`src/design/tlca_ram.sv`:
```
// Generic synchronous RAM: one write port and two read ports.
// Read data is registered, so it appears in the cycle after the address.
// No dependencies.
module tlca_ram #(
   parameter int WIDTH = 8,
   parameter int DEPTH = 16
) (
   input  logic                     clock,
   input  logic                     wr_en,
   input  logic [$clog2(DEPTH)-1:0] wr_addr,
   input  logic [WIDTH-1:0]         wr_data,
   input  logic [$clog2(DEPTH)-1:0] rd_addr_a,
   output logic [WIDTH-1:0]         rd_data_a,
   input  logic [$clog2(DEPTH)-1:0] rd_addr_b,
   output logic [WIDTH-1:0]         rd_data_b
);

   logic [WIDTH-1:0] mem [DEPTH];

   always_ff @(posedge clock) begin
      if (wr_en) begin
         mem[wr_addr] <= wr_data;
      end
      rd_data_a <= mem[rd_addr_a];
      rd_data_b <= mem[rd_addr_b];
   end

endmodule

```
`config.mk`:
```
export PLATFORM = sky130hd
export DESIGN_NAME = tlca_ram
export DESIGN_NICKNAME = d
export VERILOG_FILES = /design/src/design/tlca_ram.sv
export SDC_FILE = /design/constraint.sdc
export NUM_CORES = 1
export LEC_CHECK = 0
export ABC_AREA = 0
export BUFFER_PORTS_ARGS = -buffer_cell sky130_fd_sc_hd__buf_2
export CAP_MARGIN = 20
export CORE_MARGIN = 10
export CORE_UTILIZATION = 55
export DETAILED_ROUTE_END_ITERATION = 8
export GPL_TIMING_DRIVEN = 0
export HOLD_SLACK_MARGIN = 0.08
export PLACE_DENSITY = 0.76
export SETUP_SLACK_MARGIN = 0.15
export SLEW_MARGIN = 20
export SYNTH_ARGS = -nofsm -noshare
export SYNTH_HDL_FRONTEND = slang
export SYNTH_SLANG_ARGS = --single-unit
export TNS_END_PERCENT = 10
```
`constraint.sdc`:
```
create_clock -name clock -period 1.7 [get_ports clock]
set_input_delay 0.17 -clock clock [delete_from_list [all_inputs] [get_ports clock]]
set_output_delay 0.17 -clock clock [all_outputs]
set_load 0.02 [all_outputs]
```
After elaboration in Yosys (flattened, before gate mapping)
Memories as Yosys holds them, arrays and structs flattened. A register that Yosys moved wholly into a read port is not among the register bits.
Cells that the tools add are included.
{"block": "classes", "n_mux": 2}
{"op": "1-bit 2-to-1 mux", "count": 2}
{"block": "totals", "register_bits": 0, "ram_bits": 128, "in_bits": 22, "out_inout_bits": 16, "word_cells": 3, "memories": 1}
{"name": "mem", "words": 16, "word_bits": 8, "rd": 2, "rd_ports_with_merged_regs": 2, "write_ports": 1, "line_no": "18", "text": "logic [WIDTH-1:0] mem [DEPTH];"}

Depth between registers and ports, before layout
{"block": "depth", "depth_word": 2, "ltp_mapped": 5, "depth_no_buf": 3}

Worst setup path before layout
OpenSTA, ideal clock, no wires.
{"block": "synth_path", "path_type": "in2reg", "from": "input wr_addr[2]", "to": "memory mem[0][0], enable pin", "setup_ps": 383, "arrival_ps": 1280, "t_required_ps": 1317, "path_slack_ps": 37, "cell_stages": 2, "n_path_buf": 0, "path_cell_list": "or3b_2 > nor3_1"}
{"item": "start, declared", "line_no": "10", "text": "input logic [$clog2(DEPTH)-1:0] wr_addr,"}
{"item": "end, declared", "line_no": "18"}
Straight into the memory's write port.

Worst setup path in the final report
{"block": "layout_path", "from": "input wr_addr[2]", "to": "memory mem[1][3], enable pin"}
Straight into the memory's write port.

==> results.cfg <==
[final_layout]
syn_to_final_growth_pct = 16.9
nets = 385
multi_input_area_um2 = 2040
fin_cells = 519
drive_gt1_share_pct = 34.6
seq_area_um2 = 4160
nFillCells = 764
final_cell_area_um2 = 7420
n_antenna_cell = 0

[sta]
grt_setup_unrepaired = true
final.min_clock_period_ns = 1.57
holdWs_ns = 0.120
tightestPinTransition_ns = 1.01
period_share_pct = 92.3
hold_viol_final = 0
clock.fmax_mhz = 637
relSlewSlack_pct = 32.2
setup_violations = 0
slew_viol_final = 0
finalWorstSetupSlack_ns = 0.130
skew_ns = 0.00497

[clock_tree]
cts_tree = built
clock_latency_ns = 0.42
htreeDepth = 4
clk_pin_slew_ns = 0.06
cts-buffers-inserted = 17
cts-root-buf = clkbuf_16
cts_buffer_depth = 2
ctsHoldBuffers = 0
clkSinkCount = 144

[yosys]
synthDistinctLibCells = 20
synth_top_area_cell = edfxtp_1
synth.most_common_cell = edfxtp_1
ys_seq_area_share_pct = 65.6
synth_edf_count = 128
ys.flop_type = edfxtp_1
synth_area_leaders = edfxtp_1 61%, mux4_2 12%, mux4_1 12%
synth-seq-cells = 144
syn_area_um2 = 6350
syn_nets = 329
yosys.area.top_type_share_pct = 60.6
synthTopCellsByCount = 128 x edfxtp_1, 34 x mux4_2, 32 x a22oi_1
synth-warning-count = 0
avgSynthCellArea_um2 = 20.7
ys_async_sr_fraction_pct = 0
synth_cells = 307

[drt]
drt_iter0_markers = 376
drc = 0
ant_nets = 0
drt_pass1_iterations = 7
routedWlPerCell_um = 28.6
vias_per_cell = 6.81
wl_um = 14900
vias = 3536

[pwr]
ir_worst_vdd_mv = 0.806
power.leakage_uw = 0.00258
power.density_nw_per_um2 = 1200
power.total_uw = 8900

[floorplanning]
pin_count = 38
start_util_pct = 55.8
coreArea_um2 = 11400
die_w_um = 127
die_area_um2 = 16200
rows = 39
die_h_um = 127

[placement]
dpl-instance-area_um2 = 6740
portBuffers = 35
gp_congestion = 0.805
post-place-cells = 487
place_ws_ns = -0.298
hpwl_um = 9510

[setup_path]
cp_top_family = simple AND/OR/NAND/NOR gates
path_buf_inv = 1
cp_cell_sequence = buf_2 > or3b_2 > nor2_1
rrSetupSlack_ns = 0.21
worstSetupStartpoint = wr_addr[2]
criticalPathCategory = input pin to register
r2r_start = mem[0][0]$_DFFE_PP_
critPathMaxStageDelay_ns = 0.79
critPathMaxFanout = 8
critical_path_arrival_ns = 1.61
slowest_stage = nor2_1
cp.required_ns = 1.74
crit_path_start_kind = input pin
endpoint_kind = register

[global_routing]
antenna_found_initial = 0
grt_pass1_wl_um = 22100
grt_pass1_vias = 3711
grt_usage_pct = 18.8
grt_max_degree = 17
grt-ovfl-total = 0

[min_path]
holdCritStartpoint = wr_data[7]
hold_class = input pin to register

[status]
status = complete, no violations

[run]
cap_violations = 0
## through the flow
stage	util, %	setup TNS (ns)
4_1_cts	65.2	0
6_report	65.3	0
3_5_place_dp	59.2	-8.21
2_1_floorplan	-	0
5_1_grt	65.3	0
3_3_place_gp	59.0	-15.56
## cells in the final DEF (no fill, tap or decap), drive strengths merged, types with 2 or more instances in the layout
cell type,n
and2b,2
mux4,64
clkdlybuf4s25,6
edfxtp,128
nor3,4
nor2,14
buf,51
nand3b,2
nor2b,2
dfxtp,16
clkbuf,19
nand2b,2
a22oi,32
clkinv,4
nand2,17
bufinv,6
and2,2
clkinvlp,2
## worst reg2reg max path, stage by stage, from the launching register on
cell,delay [ns]
edfxtp_1,0.39
mux4_4,0.61
a22oi_2,0.30
nand2_1,0.08
## power by group
part           total (µW)  internal [µW]  switching [µW]
Combinational         673            284             389
Clock                4230           2790            1440
Sequential           4000           3960            34.4
## state kept, by name, indices dropped and copies added (netlist names)
register and count:
rd_data_b 8, rd_data_a 8, mem 128
## timing repair
| item | in CTS | in global routing |
|---|---|---|
| gates resized for setup | 1 | 1 |
| setup buffers | 0 | 0 |
| pin swaps | 0 | 0 |
| setup endpoints to repair | 9 | 24 |
## final timing paths
check                    endpoint  depth (start not counted)
max           mem[1][3]$_DFFE_PP_                          3
min           mem[0][7]$_DFFE_PP_                          1
max reg2reg  rd_data_a[0]$_DFF_P_                          3
min reg2reg  rd_data_a[0]$_DFF_P_                          3
## metal layers
metal	global-route usage (%)	wire length (µm)	share of wire (%)
met1	23.2	5700	38
met2	29.5	7190	48
met3	5.13	1330	9.0
met4	10.7	633	4.3
met5	0	0	0
## cells by family after synthesis
logic type	Yosys count	share of synthesized area, %
buffers and inverters	20	2.72
muxes	64	24.4
and+or+nand+nor	47	3.43
AOI/OAI and AO/OA	32	3.79
DFF	144	65.6
## layout make-up
cell class | instances | area share [%]
multi-input combinational | 143 | 27.5
sequential | 144 | 56.1
clock inverter | 13 | 3.15
clock buffer | 19 | 5.97
buffer | 20 | 2.33
timing repair buffer | 37 | 2.56
tap | 143 | 2.41
(Power assumes the default switching activity.)
